$ cat src/design/train_handle_lock_arbiter_unit_macros.svh
// Assertion macros used by the handle lock arbiter top level.
`ifndef TRAIN_HANDLE_LOCK_ARBITER_UNIT_MACROS_SVH
`define TRAIN_HANDLE_LOCK_ARBITER_UNIT_MACROS_SVH

// same-cycle implication
`define THLA_ASSERT_NOW(lbl, ante, cons, msg) \
  lbl: assert property (@(posedge clk_i) disable iff (!rst_ni) (ante) |-> (cons)) \
    else $error(msg);

// next-cycle implication
`define THLA_ASSERT_NEXT(lbl, ante, cons, msg) \
  lbl: assert property (@(posedge clk_i) disable iff (!rst_ni) (ante) |=> (cons)) \
    else $error(msg);

`endif

$ cat src/design/thla_pkg.sv
// Types, codes and microcode table of the handle lock arbiter.
package thla_pkg;

  typedef enum logic [2:0] {
    CMD_DRV_REV  = 3'd0,
    CMD_DRV_POW  = 3'd1,
    CMD_DRV_BRK  = 3'd2,
    CMD_LOCK_REV = 3'd3,
    CMD_LOCK_POW = 3'd4,
    CMD_LOCK_BRK = 3'd5,
    CMD_RESTART  = 3'd6
  } cmd_e;

  typedef enum logic [1:0] {
    CFG_INTERLOCK_EN = 2'd0,
    CFG_NRB          = 2'd1,
    CFG_REV_MODE     = 2'd2,
    CFG_INIT_BRAKE   = 2'd3
  } cfg_reg_e;

  typedef enum logic [1:0] {
    REV_FREE   = 2'd0,
    REV_REFUSE = 2'd1,
    REV_LOCK_N = 2'd2
  } rev_mode_e;

  typedef enum logic [1:0] {
    BRK_NONE   = 2'd0,
    BRK_MAXSVC = 2'd1,
    BRK_EMER   = 2'd2
  } brk_sel_e;

  typedef enum logic [1:0] {
    S_IDLE = 2'd0,
    S_RUN  = 2'd1,
    S_EMIT = 2'd2
  } state_e;

  typedef enum logic [1:0] {
    H_REV = 2'd0,
    H_POW = 2'd1,
    H_BRK = 2'd2
  } hnd_e;

  typedef enum logic [2:0] {
    PS_IN   = 3'd0,
    PS_DRV  = 3'd1,
    PS_ZERO = 3'd2,
    PS_NRB  = 3'd3,
    PS_INIT = 3'd4
  } psrc_e;

  typedef enum logic [1:0] {
    AS_ZERO = 2'd0,
    AS_ONE  = 2'd1,
    AS_ACQ  = 2'd2,
    AS_POSZ = 2'd3
  } asrc_e;

  typedef enum logic [1:0] {
    ILC_NONE   = 2'd0,
    ILC_ALWAYS = 2'd1,
    ILC_POWER  = 2'd2
  } ilc_e;

  typedef enum logic [2:0] {
    CND_NEVER      = 3'd0,
    CND_ALWAYS     = 3'd1,
    CND_REV_REFUSE = 3'd2,
    CND_NRB_OFF    = 3'd3,
    CND_NO_LOCK_N  = 3'd4
  } cond_e;

  typedef logic [4:0] pc_t;

  typedef struct packed {
    logic  lock;
    hnd_e  hnd;
    psrc_e psrc;
    asrc_e asrc;
    logic  drv_wr;
    ilc_e  ilc;
    logic  cnt_clr;
    cond_e cond;
    logic  fin;
    pc_t   target;
  } uword_t;

  typedef struct packed {
    logic       ie;
    logic [1:0] nrb;
    logic [1:0] rev_mode;
    logic [1:0] init_brk;
  } cfg_t;

  typedef struct packed {
    logic signed [1:0] rev;
    logic [3:0]        pow;
    logic [3:0]        brk;
    logic              il;
  } hout_t;

  localparam pc_t PC_DRV_REV  = 5'd0;
  localparam pc_t PC_NRB_JOIN = 5'd5;
  localparam pc_t PC_DRV_POW  = 5'd7;
  localparam pc_t PC_DRV_BRK  = 5'd11;
  localparam pc_t PC_LOCK_REV = 5'd14;
  localparam pc_t PC_LOCK_POW = 5'd15;
  localparam pc_t PC_LOCK_BRK = 5'd16;
  localparam pc_t PC_RESTART  = 5'd17;
  localparam pc_t PC_NOP      = 5'd23;
  localparam pc_t PC_LAST     = 5'd23;

  function automatic uword_t mk(input logic lock, input hnd_e hnd, input psrc_e psrc,
                                input asrc_e asrc, input logic drv_wr, input ilc_e ilc,
                                input logic cnt_clr, input cond_e cond, input logic fin,
                                input pc_t target);
    uword_t w;
    w.lock    = lock;
    w.hnd     = hnd;
    w.psrc    = psrc;
    w.asrc    = asrc;
    w.drv_wr  = drv_wr;
    w.ilc     = ilc;
    w.cnt_clr = cnt_clr;
    w.cond    = cond;
    w.fin     = fin;
    w.target  = target;
    return w;
  endfunction

  function automatic pc_t entry_pc(input logic [2:0] cmd);
    pc_t pc;
    case (cmd)
      CMD_DRV_REV:  pc = PC_DRV_REV;
      CMD_DRV_POW:  pc = PC_DRV_POW;
      CMD_DRV_BRK:  pc = PC_DRV_BRK;
      CMD_LOCK_REV: pc = PC_LOCK_REV;
      CMD_LOCK_POW: pc = PC_LOCK_POW;
      CMD_LOCK_BRK: pc = PC_LOCK_BRK;
      CMD_RESTART:  pc = PC_RESTART;
      default:      pc = PC_NOP;
    endcase
    return pc;
  endfunction

  // lock, hnd, pos src, add src, drv wr, il clear, cnt clear, cond, fin, target
  function automatic uword_t ucode_rom(input pc_t pc);
    uword_t w;
    case (pc)
      // driver reverser
      5'd0:  w = mk(1'b0, H_REV, PS_IN,   AS_ZERO, 1'b0, ILC_NONE,   1'b0,
                    CND_REV_REFUSE, 1'b1, '0);
      5'd1:  w = mk(1'b1, H_REV, PS_DRV,  AS_ZERO, 1'b0, ILC_NONE,   1'b0,
                    CND_NEVER, 1'b0, '0);
      5'd2:  w = mk(1'b1, H_REV, PS_IN,   AS_ONE,  1'b0, ILC_NONE,   1'b0,
                    CND_NEVER, 1'b0, '0);
      5'd3:  w = mk(1'b0, H_REV, PS_IN,   AS_ZERO, 1'b1, ILC_NONE,   1'b0,
                    CND_NRB_OFF, 1'b0, PC_NRB_JOIN);
      5'd4:  w = mk(1'b1, H_BRK, PS_NRB,  AS_POSZ, 1'b0, ILC_NONE,   1'b0,
                    CND_NEVER, 1'b0, '0);
      5'd5:  w = mk(1'b0, H_REV, PS_IN,   AS_ZERO, 1'b0, ILC_NONE,   1'b0,
                    CND_NO_LOCK_N, 1'b1, '0);
      5'd6:  w = mk(1'b1, H_REV, PS_ZERO, AS_ONE,  1'b0, ILC_NONE,   1'b0,
                    CND_ALWAYS, 1'b1, '0);
      // driver power
      5'd7:  w = mk(1'b0, H_POW, PS_IN,   AS_ZERO, 1'b0, ILC_POWER,  1'b0,
                    CND_NEVER, 1'b0, '0);
      5'd8:  w = mk(1'b1, H_POW, PS_DRV,  AS_ZERO, 1'b0, ILC_NONE,   1'b0,
                    CND_NEVER, 1'b0, '0);
      5'd9:  w = mk(1'b1, H_POW, PS_IN,   AS_ONE,  1'b0, ILC_NONE,   1'b0,
                    CND_NEVER, 1'b0, '0);
      5'd10: w = mk(1'b0, H_POW, PS_IN,   AS_ZERO, 1'b1, ILC_NONE,   1'b0,
                    CND_ALWAYS, 1'b1, '0);
      // driver brake
      5'd11: w = mk(1'b1, H_BRK, PS_DRV,  AS_ZERO, 1'b0, ILC_NONE,   1'b0,
                    CND_NEVER, 1'b0, '0);
      5'd12: w = mk(1'b1, H_BRK, PS_IN,   AS_ONE,  1'b0, ILC_NONE,   1'b0,
                    CND_NEVER, 1'b0, '0);
      5'd13: w = mk(1'b0, H_BRK, PS_IN,   AS_ZERO, 1'b1, ILC_NONE,   1'b0,
                    CND_ALWAYS, 1'b1, '0);
      // safety locks
      5'd14: w = mk(1'b1, H_REV, PS_IN,   AS_ACQ,  1'b0, ILC_NONE,   1'b0,
                    CND_ALWAYS, 1'b1, '0);
      5'd15: w = mk(1'b1, H_POW, PS_IN,   AS_ACQ,  1'b0, ILC_NONE,   1'b0,
                    CND_ALWAYS, 1'b1, '0);
      5'd16: w = mk(1'b1, H_BRK, PS_IN,   AS_ACQ,  1'b0, ILC_NONE,   1'b0,
                    CND_ALWAYS, 1'b1, '0);
      // restart
      5'd17: w = mk(1'b0, H_REV, PS_ZERO, AS_ZERO, 1'b1, ILC_ALWAYS, 1'b1,
                    CND_NEVER, 1'b0, '0);
      5'd18: w = mk(1'b0, H_POW, PS_ZERO, AS_ZERO, 1'b1, ILC_NONE,   1'b0,
                    CND_NEVER, 1'b0, '0);
      5'd19: w = mk(1'b0, H_BRK, PS_INIT, AS_ZERO, 1'b1, ILC_NONE,   1'b0,
                    CND_NEVER, 1'b0, '0);
      5'd20: w = mk(1'b1, H_REV, PS_ZERO, AS_ONE,  1'b0, ILC_NONE,   1'b0,
                    CND_NEVER, 1'b0, '0);
      5'd21: w = mk(1'b1, H_POW, PS_ZERO, AS_ONE,  1'b0, ILC_NONE,   1'b0,
                    CND_NEVER, 1'b0, '0);
      5'd22: w = mk(1'b1, H_BRK, PS_DRV,  AS_ONE,  1'b0, ILC_NONE,   1'b0,
                    CND_ALWAYS, 1'b1, '0);
      default: w = mk(1'b0, H_REV, PS_IN, AS_ZERO, 1'b0, ILC_NONE,   1'b0,
                      CND_ALWAYS, 1'b1, '0);
    endcase
    return w;
  endfunction

endpackage

$ cat src/design/train_handle_lock_arbiter_unit.sv
// Top level of the train handle lock arbiter: microcode sequencer and ports.
//
//  channel   direction  handshake                 word
//  in        input      in_valid_i / in_ready_o   command, position, acquire, moving
//  out       output     out_valid_o / out_ready_i eff_reverser/power/brake, interlock
//  cfg       input      cfg_we_i                  cfg_addr_i, cfg_wdata_i
//
// A word is accepted, then runs its microcode program of 1 to 7 steps (driver
// reverser longest, each step one count update and reselect), then is
// emitted. One word in flight at a time.
// Reset clears counts, driver positions, handles and interlock at once.
// A stalled result holds the sequencer in its emit state; the next word is
// accepted once the result has moved into the output register and the sequencer is idle.
module train_handle_lock_arbiter_unit #(
  parameter int TOP_POWER  = 8,
  parameter int TOP_BRAKE  = 9,
  parameter int COUNT_BITS = 8
) (
  input  logic              clk_i,
  input  logic              rst_ni,
  input  logic              cfg_we_i,
  input  logic [1:0]        cfg_addr_i,
  input  logic [1:0]        cfg_wdata_i,
  input  logic              in_valid_i,
  output logic              in_ready_o,
  input  logic [2:0]        command_i,
  input  logic signed [4:0] position_i,
  input  logic              acquire_i,
  input  logic              moving_i,
  output logic              out_valid_o,
  input  logic              out_ready_i,
  output logic signed [1:0] eff_reverser_o,
  output logic [3:0]        eff_power_o,
  output logic [3:0]        eff_brake_o,
  output logic              interlock_active_o
);
  import thla_pkg::*;

  `include "train_handle_lock_arbiter_unit_macros.svh"

  state_e            state_q, state_d;
  pc_t               pc_q, pc_d;
  cfg_t              cfg_q;
  logic signed [4:0] pos_q;
  logic              acq_q;
  logic              moving_q;
  uword_t            uw;
  logic              cond_hit;
  logic              exec;
  logic              slot_free;
  logic              emit_load;
  hout_t             hout;
  hout_t             out_q;
  logic              out_valid_q;

  always_ff @(posedge clk_i or negedge rst_ni) begin
    if (!rst_ni) begin
      cfg_q.ie       <= 1'b0;
      cfg_q.nrb      <= BRK_NONE;
      cfg_q.rev_mode <= REV_FREE;
      cfg_q.init_brk <= BRK_EMER;
    end else if (cfg_we_i) begin
      case (cfg_addr_i)
        CFG_INTERLOCK_EN: cfg_q.ie       <= cfg_wdata_i[0];
        CFG_NRB:          cfg_q.nrb      <= cfg_wdata_i;
        CFG_REV_MODE:     cfg_q.rev_mode <= cfg_wdata_i;
        CFG_INIT_BRAKE:   cfg_q.init_brk <= cfg_wdata_i;
        default: ;
      endcase
    end
  end

  assign uw        = ucode_rom(pc_q);
  assign slot_free = !out_valid_q || out_ready_i;

  always_comb begin
    case (uw.cond)
      CND_NEVER:      cond_hit = 1'b0;
      CND_ALWAYS:     cond_hit = 1'b1;
      CND_REV_REFUSE: cond_hit = (cfg_q.rev_mode == REV_REFUSE) && moving_q &&
                                 (pos_q != 5'sd0);
      CND_NRB_OFF:    cond_hit = (cfg_q.nrb == BRK_NONE);
      CND_NO_LOCK_N:  cond_hit = !((cfg_q.rev_mode == REV_LOCK_N) && moving_q);
      default:        cond_hit = 1'b0;
    endcase
  end

  // next state
  always_comb begin
    state_d = state_q;
    case (state_q)
      S_IDLE:  if (in_valid_i) state_d = S_RUN;
      S_RUN:   if (cond_hit && uw.fin) state_d = S_EMIT;
      S_EMIT:  if (slot_free) state_d = S_IDLE;
      default: state_d = S_IDLE;
    endcase
  end

  // outputs of the state machine
  always_comb begin
    in_ready_o = 1'b0;
    exec       = 1'b0;
    emit_load  = 1'b0;
    case (state_q)
      S_IDLE:  in_ready_o = 1'b1;
      S_RUN:   exec       = 1'b1;
      S_EMIT:  emit_load  = slot_free;
      default: ;
    endcase
  end

  always_comb begin
    pc_d = pc_q;
    if (in_valid_i && in_ready_o) begin
      pc_d = entry_pc(command_i);
    end else if (exec && !(cond_hit && uw.fin)) begin
      pc_d = cond_hit ? uw.target : pc_q + 5'd1;
    end
  end

  always_ff @(posedge clk_i or negedge rst_ni) begin
    if (!rst_ni) begin
      state_q     <= S_IDLE;
      pc_q        <= '0;
      out_valid_q <= 1'b0;
    end else begin
      state_q <= state_d;
      pc_q    <= pc_d;
      if (emit_load)        out_valid_q <= 1'b1;
      else if (out_ready_i) out_valid_q <= 1'b0;
    end
  end

  always_ff @(posedge clk_i) begin
    if (in_valid_i && in_ready_o) begin
      pos_q    <= position_i;
      acq_q    <= acquire_i;
      moving_q <= moving_i;
    end
    if (emit_load) out_q <= hout;
  end

  thla_datapath #(
    .TOP_POWER (TOP_POWER),
    .TOP_BRAKE (TOP_BRAKE),
    .COUNT_BITS(COUNT_BITS)
  ) u_dp (
    .clk_i (clk_i),
    .rst_ni(rst_ni),
    .exec_i(exec),
    .uw_i  (uw),
    .cfg_i (cfg_q),
    .pos_i (pos_q),
    .acq_i (acq_q),
    .hout_o(hout)
  );

  assign out_valid_o        = out_valid_q;
  assign eff_reverser_o     = out_q.rev;
  assign eff_power_o        = out_q.pow;
  assign eff_brake_o        = out_q.brk;
  assign interlock_active_o = out_q.il;

  `THLA_ASSERT_NEXT(a_accept_runs, in_valid_i && in_ready_o, state_q == S_RUN, "accept did not start program")
  `THLA_ASSERT_NOW(a_pc_range, state_q == S_RUN, pc_q <= PC_LAST, "microcode pc out of range")
  `THLA_ASSERT_NOW(a_pow_range, out_valid_o, eff_power_o <= 4'(TOP_POWER), "power notch beyond top")
  `THLA_ASSERT_NOW(a_brk_range, out_valid_o, eff_brake_o <= 4'(TOP_BRAKE), "brake step beyond top")
  `THLA_ASSERT_NEXT(a_emit_only, emit_load, out_valid_o && state_q == S_IDLE, "result load lost")

endmodule

$ cat src/design/thla_datapath.sv
// Request counts, driver positions and handle selection of the arbiter.
module thla_datapath #(
  parameter int TOP_POWER  = 8,
  parameter int TOP_BRAKE  = 9,
  parameter int COUNT_BITS = 8
) (
  input  logic                clk_i,
  input  logic                rst_ni,
  input  logic                exec_i,
  input  thla_pkg::uword_t    uw_i,
  input  thla_pkg::cfg_t      cfg_i,
  input  logic signed [4:0]   pos_i,
  input  logic                acq_i,
  output thla_pkg::hout_t     hout_o
);
  import thla_pkg::*;

  localparam int PN  = TOP_POWER + 1;
  localparam int BN  = TOP_BRAKE + 1;
  localparam int PIW = (PN > 1) ? $clog2(PN) : 1;
  localparam int BIW = (BN > 1) ? $clog2(BN) : 1;
  localparam logic [COUNT_BITS-1:0] CMAX = {1'b0, {(COUNT_BITS-1){1'b1}}};
  localparam logic [COUNT_BITS-1:0] CMIN = {1'b1, {(COUNT_BITS-1){1'b0}}};

  logic [COUNT_BITS-1:0] rev_cnt_q [3];
  logic [COUNT_BITS-1:0] rev_cnt_d [3];
  logic [COUNT_BITS-1:0] pow_cnt_q [PN];
  logic [COUNT_BITS-1:0] pow_cnt_d [PN];
  logic [COUNT_BITS-1:0] brk_cnt_q [BN];
  logic [COUNT_BITS-1:0] brk_cnt_d [BN];

  logic signed [4:0] drv_rev_q, drv_rev_d;
  logic signed [4:0] drv_pow_q, drv_pow_d;
  logic signed [4:0] drv_brk_q, drv_brk_d;
  hout_t             h_q, h_d;

  logic signed [4:0] pos_sel;
  logic signed [4:0] nrb_pos;
  logic signed [4:0] init_pos;
  logic              add_sel;
  logic              rev_ok, pow_ok, brk_ok;
  logic [1:0]        rev_idx;
  logic [PIW-1:0]    pow_idx;
  logic [BIW-1:0]    brk_idx;
  logic              pow_any, brk_any;
  logic [3:0]        pow_pick, brk_pick;
  logic              do_lock;

  function automatic logic [COUNT_BITS-1:0] bump(input logic [COUNT_BITS-1:0] c,
                                                 input logic add);
    logic [COUNT_BITS-1:0] r;
    r = c;
    if (add) begin
      if (c != CMAX) r = c + 1'b1;
    end else begin
      if (c != CMIN) r = c - 1'b1;
    end
    return r;
  endfunction

  function automatic logic held(input logic [COUNT_BITS-1:0] c);
    return !c[COUNT_BITS-1] && (c != '0);
  endfunction

  assign nrb_pos  = (cfg_i.nrb == BRK_MAXSVC) ? 5'(TOP_BRAKE - 1) : 5'(TOP_BRAKE);
  assign init_pos = (cfg_i.init_brk == BRK_EMER)   ? 5'(TOP_BRAKE) :
                    (cfg_i.init_brk == BRK_MAXSVC) ? 5'(TOP_BRAKE - 1) : 5'sd0;

  always_comb begin
    case (uw_i.psrc)
      PS_IN:   pos_sel = pos_i;
      PS_DRV: begin
        case (uw_i.hnd)
          H_REV:   pos_sel = drv_rev_q;
          H_POW:   pos_sel = drv_pow_q;
          H_BRK:   pos_sel = drv_brk_q;
          default: pos_sel = drv_rev_q;
        endcase
      end
      PS_ZERO: pos_sel = 5'sd0;
      PS_NRB:  pos_sel = nrb_pos;
      PS_INIT: pos_sel = init_pos;
      default: pos_sel = 5'sd0;
    endcase
  end

  always_comb begin
    case (uw_i.asrc)
      AS_ZERO: add_sel = 1'b0;
      AS_ONE:  add_sel = 1'b1;
      AS_ACQ:  add_sel = acq_i;
      AS_POSZ: add_sel = (pos_i == 5'sd0);
      default: add_sel = 1'b0;
    endcase
  end

  assign rev_ok  = (pos_sel >= -5'sd1) && (pos_sel <= 5'sd1);
  assign pow_ok  = (pos_sel >= 5'sd0) && (pos_sel <= $signed(5'(TOP_POWER)));
  assign brk_ok  = (pos_sel >= 5'sd0) && (pos_sel <= $signed(5'(TOP_BRAKE)));
  assign rev_idx = pos_sel[1:0] + 2'd1;
  assign pow_idx = pos_sel[PIW-1:0];
  assign brk_idx = pos_sel[BIW-1:0];
  assign do_lock = exec_i && uw_i.lock;

  // count update
  always_comb begin
    rev_cnt_d = rev_cnt_q;
    pow_cnt_d = pow_cnt_q;
    brk_cnt_d = brk_cnt_q;
    if (exec_i && uw_i.cnt_clr) begin
      for (int i = 0; i < 3; i++) rev_cnt_d[i] = '0;
      for (int i = 0; i < PN; i++) pow_cnt_d[i] = '0;
      for (int i = 0; i < BN; i++) brk_cnt_d[i] = '0;
    end else if (do_lock) begin
      case (uw_i.hnd)
        H_REV: if (rev_ok) rev_cnt_d[rev_idx] = bump(rev_cnt_q[rev_idx], add_sel);
        H_POW: if (pow_ok) pow_cnt_d[pow_idx] = bump(pow_cnt_q[pow_idx], add_sel);
        H_BRK: if (brk_ok) brk_cnt_d[brk_idx] = bump(brk_cnt_q[brk_idx], add_sel);
        default: ;
      endcase
    end
  end

  // lowest held notch, highest held step
  always_comb begin
    pow_any  = 1'b0;
    pow_pick = '0;
    for (int i = PN - 1; i >= 0; i--) begin
      if (held(pow_cnt_d[i])) begin
        pow_any  = 1'b1;
        pow_pick = 4'(i);
      end
    end
    brk_any  = 1'b0;
    brk_pick = '0;
    for (int i = 0; i < BN; i++) begin
      if (held(brk_cnt_d[i])) begin
        brk_any  = 1'b1;
        brk_pick = 4'(i);
      end
    end
  end

  always_comb begin
    h_d       = h_q;
    drv_rev_d = drv_rev_q;
    drv_pow_d = drv_pow_q;
    drv_brk_d = drv_brk_q;
    if (exec_i) begin
      case (uw_i.ilc)
        ILC_ALWAYS: h_d.il = 1'b0;
        ILC_POWER:  if (pos_i == 5'sd0 || drv_pow_q == 5'sd0) h_d.il = 1'b0;
        default: ;
      endcase
      if (uw_i.drv_wr) begin
        case (uw_i.hnd)
          H_REV:   drv_rev_d = pos_sel;
          H_POW:   drv_pow_d = pos_sel;
          H_BRK:   drv_brk_d = pos_sel;
          default: ;
        endcase
      end
    end
    if (do_lock) begin
      case (uw_i.hnd)
        H_REV: begin
          if (rev_ok) begin
            if (held(rev_cnt_d[1]))      h_d.rev = 2'sd0;
            else if (held(rev_cnt_d[2])) h_d.rev = 2'sd1;
            else if (held(rev_cnt_d[0])) h_d.rev = -2'sd1;
          end
        end
        H_POW: begin
          if (pow_ok) begin
            if (h_q.il && cfg_i.ie) h_d.pow = '0;
            else if (pow_any)       h_d.pow = pow_pick;
          end
        end
        H_BRK: begin
          if (brk_ok && brk_any) begin
            h_d.brk = brk_pick;
            if (brk_pick != '0) begin
              h_d.il = 1'b1;
              if (cfg_i.ie) h_d.pow = '0;
            end
          end
        end
        default: ;
      endcase
    end
  end

  always_ff @(posedge clk_i or negedge rst_ni) begin
    if (!rst_ni) begin
      for (int i = 0; i < 3; i++) rev_cnt_q[i] <= '0;
      for (int i = 0; i < PN; i++) pow_cnt_q[i] <= '0;
      for (int i = 0; i < BN; i++) brk_cnt_q[i] <= '0;
      drv_rev_q <= '0;
      drv_pow_q <= '0;
      drv_brk_q <= '0;
      h_q       <= '0;
    end else begin
      rev_cnt_q <= rev_cnt_d;
      pow_cnt_q <= pow_cnt_d;
      brk_cnt_q <= brk_cnt_d;
      drv_rev_q <= drv_rev_d;
      drv_pow_q <= drv_pow_d;
      drv_brk_q <= drv_brk_d;
      h_q       <= h_d;
    end
  end

  assign hout_o = h_q;

endmodule

$ cat config.mk
export PLATFORM = sky130hd
export DESIGN_NAME = train_handle_lock_arbiter_unit
export DESIGN_NICKNAME = d
export VERILOG_FILES = /design/src/design/thla_pkg.sv /design/src/design/train_handle_lock_arbiter_unit.sv /design/src/design/thla_datapath.sv
export VERILOG_INCLUDE_DIRS = /design/src /design/src/design
export SDC_FILE = /design/constraint.sdc
export NUM_CORES = 1
export LEC_CHECK = 0
export BUFFER_PORTS_ARGS = -buffer_cell sky130_fd_sc_hd__clkbuf_2
export CAP_MARGIN = 30
export CELL_PAD_IN_SITES_DETAIL_PLACEMENT = 1
export CELL_PAD_IN_SITES_GLOBAL_PLACEMENT = 1
export CORE_MARGIN = 10
export CORE_UTILIZATION = 45
export DETAILED_ROUTE_END_ITERATION = 16
export PLACE_DENSITY_LB_ADDON = 0.3
export SLEW_MARGIN = 10
export SYNTH_ARGS = -nofsm -noshare
export SYNTH_HDL_FRONTEND = slang
export SYNTH_HIERARCHICAL = 1
export SYNTH_SLANG_ARGS = --single-unit
$ cat constraint.sdc
create_clock -name clk_i -period 6.75 [get_ports clk_i]
set_input_delay 1.35 -clock clk_i [delete_from_list [all_inputs] [get_ports clk_i]]
set_output_delay 1.35 -clock clk_i [all_outputs]
set_load 0.03 [all_outputs]
## Word-level counts from Yosys, hierarchy flattened

Memory sizes are Yosys's and may differ from the RTL's.
Cells that the tools add are included.

| cells by class | value |
|---|---|
| bitwise operators | 2 |
| order comparisons | 9 |
| reductions and logical operators | 112 |
| multiplexer cells | 122 |
| $add $sub $neg | 8 |
| equality and inequality tests | 44 |

Operators with widths:

| cell | number |
|---|---|
| $mux W80 | 4 |
| $mux W72 | 4 |
| $mux W8 | 29 |
| $reduce_bool A8 Y1 | 22 |
| $mux W24 | 4 |
| $bwmux W80 | 1 |
| $bwmux W72 | 1 |
| $mux W4 | 17 |
| $bmux W8 S4 | 2 |
| $logic_and A1 B1 Y1 | 37 |
| $pmux W5 S7 | 1 |
| $demux W8 S4 | 1 |
| $mux W1 | 31 |
| $logic_not A1 Y1 | 25 |
| $add A8 B1 Y8 const B | 3 |
| $bwmux W24 | 1 |
| $ne A8 B7 Y1 const B | 3 |
| $ne A8 B8 Y1 const B | 3 |
| $sub A8 B1 Y8 const B | 3 |
| $mux W5 | 4 |
| $pmux W5 S4 | 1 |
| $eq A2 B2 Y1 const B | 9 |
| $bmux W8 S2 | 1 |
| $demux W8 S2 | 1 |
| 38 further kinds | 89 |

| storage, ports and cells | value |
|---|---|
| bits in registers | 235 |
| output and inout port bits | 13 |
| memories kept | 1 |
| memory bits (read-only) | 576 |
| word-level logic and storage cells | 341 |

Memories:

| name | words | bits a word | read ports | clocked after memory_dff | wr ports | RTL line | text |
|---|---|---|---|---|---|---|---|
| (no name shown) | 32 | 18 | 1 | 0 | 0 | thla_pkg.sv:150 | `case (pc)` |

## Longest topological paths before layout

| depth | value |
|---|---|
| depth after elaboration | 36 |
| gate-level depth with buffers | 37 |
| gate-level depth less buffers | 30 |

## Cells and area by module

The synthesis kept the hierarchy.

Modules (own cells, without submodules):

| module | cells each | area an instance (um2) | times used |
|---|---|---|---|
| thla_datapath | 1518 | 12877.4 | 1 |
| train_handle_lock_arbiter_unit | 186 | 1941.9 | 1 |

## Least setup slack after synthesis

Ideal clock, no wire load.

| timing | value |
|---|---|
| kind | register to register |
| from | register pc_q[0] |
| to | register u_dp.h_q, in the netlist u_dp/hout_o[1] |
| arrival | 6.241 ns |
| path slack | 0.381 ns |
| data required time | 6.622 ns |
| cell stages (with the launch flop) | 36 |
| clock period less this slack | 6.369 ns |
| cell sequence | dfrtp_1 > clkbuf_8 > inv_1 > ha_1 > nor2b_1 > a21oi_1 > nand2_1 > o21ai_0 > o22ai_1 > inv_1 > ha_1 > buf_2 > or2_1 > o211ai_2 > nand2_2 > buf_6 > buf_6 > buf_6 > buf_6 > nand3_1 > o22ai_1 > or2_1 > buf_2 > inv_1 > ha_1 > nand2_1 > or3_1 > nor4_4 > xnor2_1 > a221oi_2 > buf_2 > a21oi_1 > or4b_1 > o32ai_1 > a31o_2 > mux2_1 |

RTL lines:

| element | RTL line | text |
|---|---|---|
| start, declared | train_handle_lock_arbiter_unit.sv:42 | `pc_t pc_q, pc_d;` |
| start signal, assigned | train_handle_lock_arbiter_unit.sv:128 | `pc_q <= pc_d;` |
| end signal, assigned | thla_datapath.sv:201 | `h_q <= '0;` |
| end signal, assigned | thla_datapath.sv:209 | `h_q <= h_d;` |
| end, declared | thla_datapath.sv:35 | `hout_t h_q, h_d;` |

==> flow_summary_export.csv <==
group,metric,value,unit
outcome,outcome,"completed",
place,place.gp.congestion,0.9480,
clock_network,clk_path_buf_depth,3,
route,wl_per_cell,25.05,um
worst_setup_path,worst-path-buf-inv,9,
floorplanning,die-height,201.4,um
logic_synthesis,yosys_warnings,6,
grt,grt_use_total,0.2590,
route,drt_iter0_drc,1200,
floorplanning,core,32540,um2
logic_synthesis,avgSynthCellArea,8.700,um2
layout,multiInputGateArea,8446,um2
layout,area_growth,17.96,%
route,via_per_inst,6.450,
timing,hold_slack,0.4600,ns
clock_network,cts_made_buffers,27,
worst_setup_path,start_kind,"register",
grt,grt_pass1_wl,85.91,mm
timing,slew_headroom,0.3940,
worst_setup_path,cpLargestDelayFamily,"simple AND/OR/NAND/NOR gates",
timing,setup_violations,0,
floorplanning,start_util,0.4554,
place,place_area,15860,um2
timing,worst_pin_slew,0.9091,ns
worst_setup_path,cpPeakStageDelay,0.59,ns
grt,grt_antenna_before_repair,0,
layout,n_fill_cell,3814,
layout,finalNetCount,1836,
floorplanning,die_area,40580,um2
route,post-route-drc-count,0,
timing,post-route-min-period,6.715,ns
clock_network,cts_tree,"built",
flow_run,drv_cap,0,
worst_setup_path,crit_required,7.19,ns
logic_synthesis,syn_area,14820,um2
route,met3_length,3.761,mm
timing,final-hold-violation-count,0,
layout,antenna_cells,0,
grt,gr-total-overflow,0,
floorplanning,dieWidth,201.4,um
clock_network,clock-sinks,235,
clock_network,worstSkewPairLatency,0.57,ns
grt,first_global_vias,15080,
layout,seq_area,5974,um2
worst_setup_path,slowest_stage,"or4b_1",
route,ant_nets,0,
timing,drv_slew,0,
grt,grt_max_degree,87,
place,port_buffers,31,
floorplanning,num_rows,66,
timing,fmax,0.1489,GHz
route,vias,14540,
route,routed_wl,56.46,mm
place,hpwlAfterDp,38.43,mm
route,routed-wl-met2,26.87,mm
clock_network,holdBufCountCts,0,
worst_setup_path,worstPathArrival,7.15,ns
clock_network,clkTransAtPathRegs,0.07,ns
route,drt-pass1-iter-count,5,
logic_synthesis,synthCells,1703,
timing,finalCritPeriodShare,0.9949,
clock_network,htreeDepth,1,
worst_setup_path,crit_path_end_kind,"register",
floorplanning,ioPinCount,32,
layout,fin_area,17480,um2
worst_hold_path,hold_path.class,"register to register",
route,top_layer,"met4",
layout,drive_gt1_frac,0.2053,
clock_network,root_buffer,"clkbuf_16",
route,wl_met1,23.68,mm
layout,utilization,0.5371,
timing,totalNegativeSetupSlack,0,ns
worst_setup_path,worst_path_most_repeated_cell,"buf_4",
worst_setup_path,crit_fanout,12,
logic_synthesis,syn_nets,1748,
worst_setup_path,r2r_slack,0.03,ns
timing,clock_skew,0.02216,ns
worst_setup_path,critPathKind,"register to register",
placed cells by master, fill, tap and decap left out, types with 8 or more instances in the layout:
cell         n
nand2_1    168
xnor2_1     11
and3_1      44
o31ai_1     14
ha_1        17
clkbuf_2    30
a31oi_1     27
nand3_1     47
mux2_2      10
o21ai_1     10
nand4_1     10
a21o_1       8
buf_4      134
and2_1      23
inv_2        9
a211o_1      8
nor4_1      11
clkbuf_16   29
nor3_1      52
or3_1       12
inv_1       27
a21oi_2      9
nor2b_1      9
mux2i_1     30
nor2_1     216
or4_1       12
dfrtp_1    214
o21ai_0     90
a211oi_1    99
a21oi_1    131
edfxtp_1    18
final cells by class:
type,instances,area share
multi-input cells,1306,0.4832
flip-flops and latches,235,0.3419
repair buffers,183,0.08605
clock buffers,37,0.04310
well taps,442,0.03164
inverters,38,0.008591
clock inverters,13,0.005513
sequential cells by signal, indices dropped and copies added, names as in the netlist:
signal and cells:
acq_q 1, cfg_q 7, eff_brake_o 4, eff_power_o 4, eff_reverser_o 2, interlock_active_o 1
moving_q 1, out_valid_o 1, pc_q 5, pos_q 5, state_q 2, u_dp/brk_cnt_q 80
u_dp/drv_brk_q 5, u_dp/drv_pow_q 5, u_dp/drv_rev_q 5, u_dp/hout_o 11, u_dp/pow_cnt_q 72, u_dp/rev_cnt_q 24
per-stage QoR:
stage | std cells | setup WS (ns)
finish | 2254 | 0.03471
floorplan | 1703 | 0.3811
global route | 2254 | -0.2329
global placement | 2168 | -0.1090
detailed placement | 2168 | -0.1679
CTS | 2222 | 0.01732
final timing paths:
| kind | start | to | cells past startpoint |
|---|---|---|---|
| worst max register to register | pc_q[2]$_DFFE_PN0P_ | u_dp/hout_o[4]$_DFFE_PN0P_ | 27 |
| min in group asynchronous | rst_ni | u_dp/brk_cnt_q[29]$_DFF_PN0_ | 1 |
| max in group asynchronous | rst_ni | u_dp/pow_cnt_q[53]$_DFF_PN0_ | 2 |
| worst max-delay path | pc_q[2]$_DFFE_PN0P_ | u_dp/hout_o[4]$_DFFE_PN0P_ | 27 |
| worst min-delay path | u_dp/hout_o[10]$_DFFE_PN0P_ | eff_reverser_o[1]$_DFFE_PP_ | 0 |
| worst min register to register | u_dp/hout_o[10]$_DFFE_PN0P_ | eff_reverser_o[1]$_DFFE_PP_ | 0 |
worst reg2reg max path: cells and delay by family (launching register included):
kind	cells	cell delay, ns
AO/OA/AOI/OAI	8	1.62
XOR/XNOR	1	0.22
adder cells (fa/ha/maj)	1	0.19
buffers and inverters	9	1.57
flip-flops	1	0.49
multiplexers	1	0.32
AND/OR/NAND/NOR	7	2.21
metal layers:
metal  track usage  up-vias
li1              -     6461
met1        0.3317     7390
met2        0.4298      546
met3       0.04627      141
met4       0.09342        0
met5             0        -
repair_timing:
item | 4_1_cts | 5_1_grt
endpoints found under the setup margin | 11 | 11
gates resized for setup | 19 | 81
cloned | 1 | 3
pin swaps | 4 | 33
buffers inserted | 3 | 27
Power is left out: the tool's default activity adds up to more than one toggle a clock period on the data nets, which glitch-free logic cannot reach.
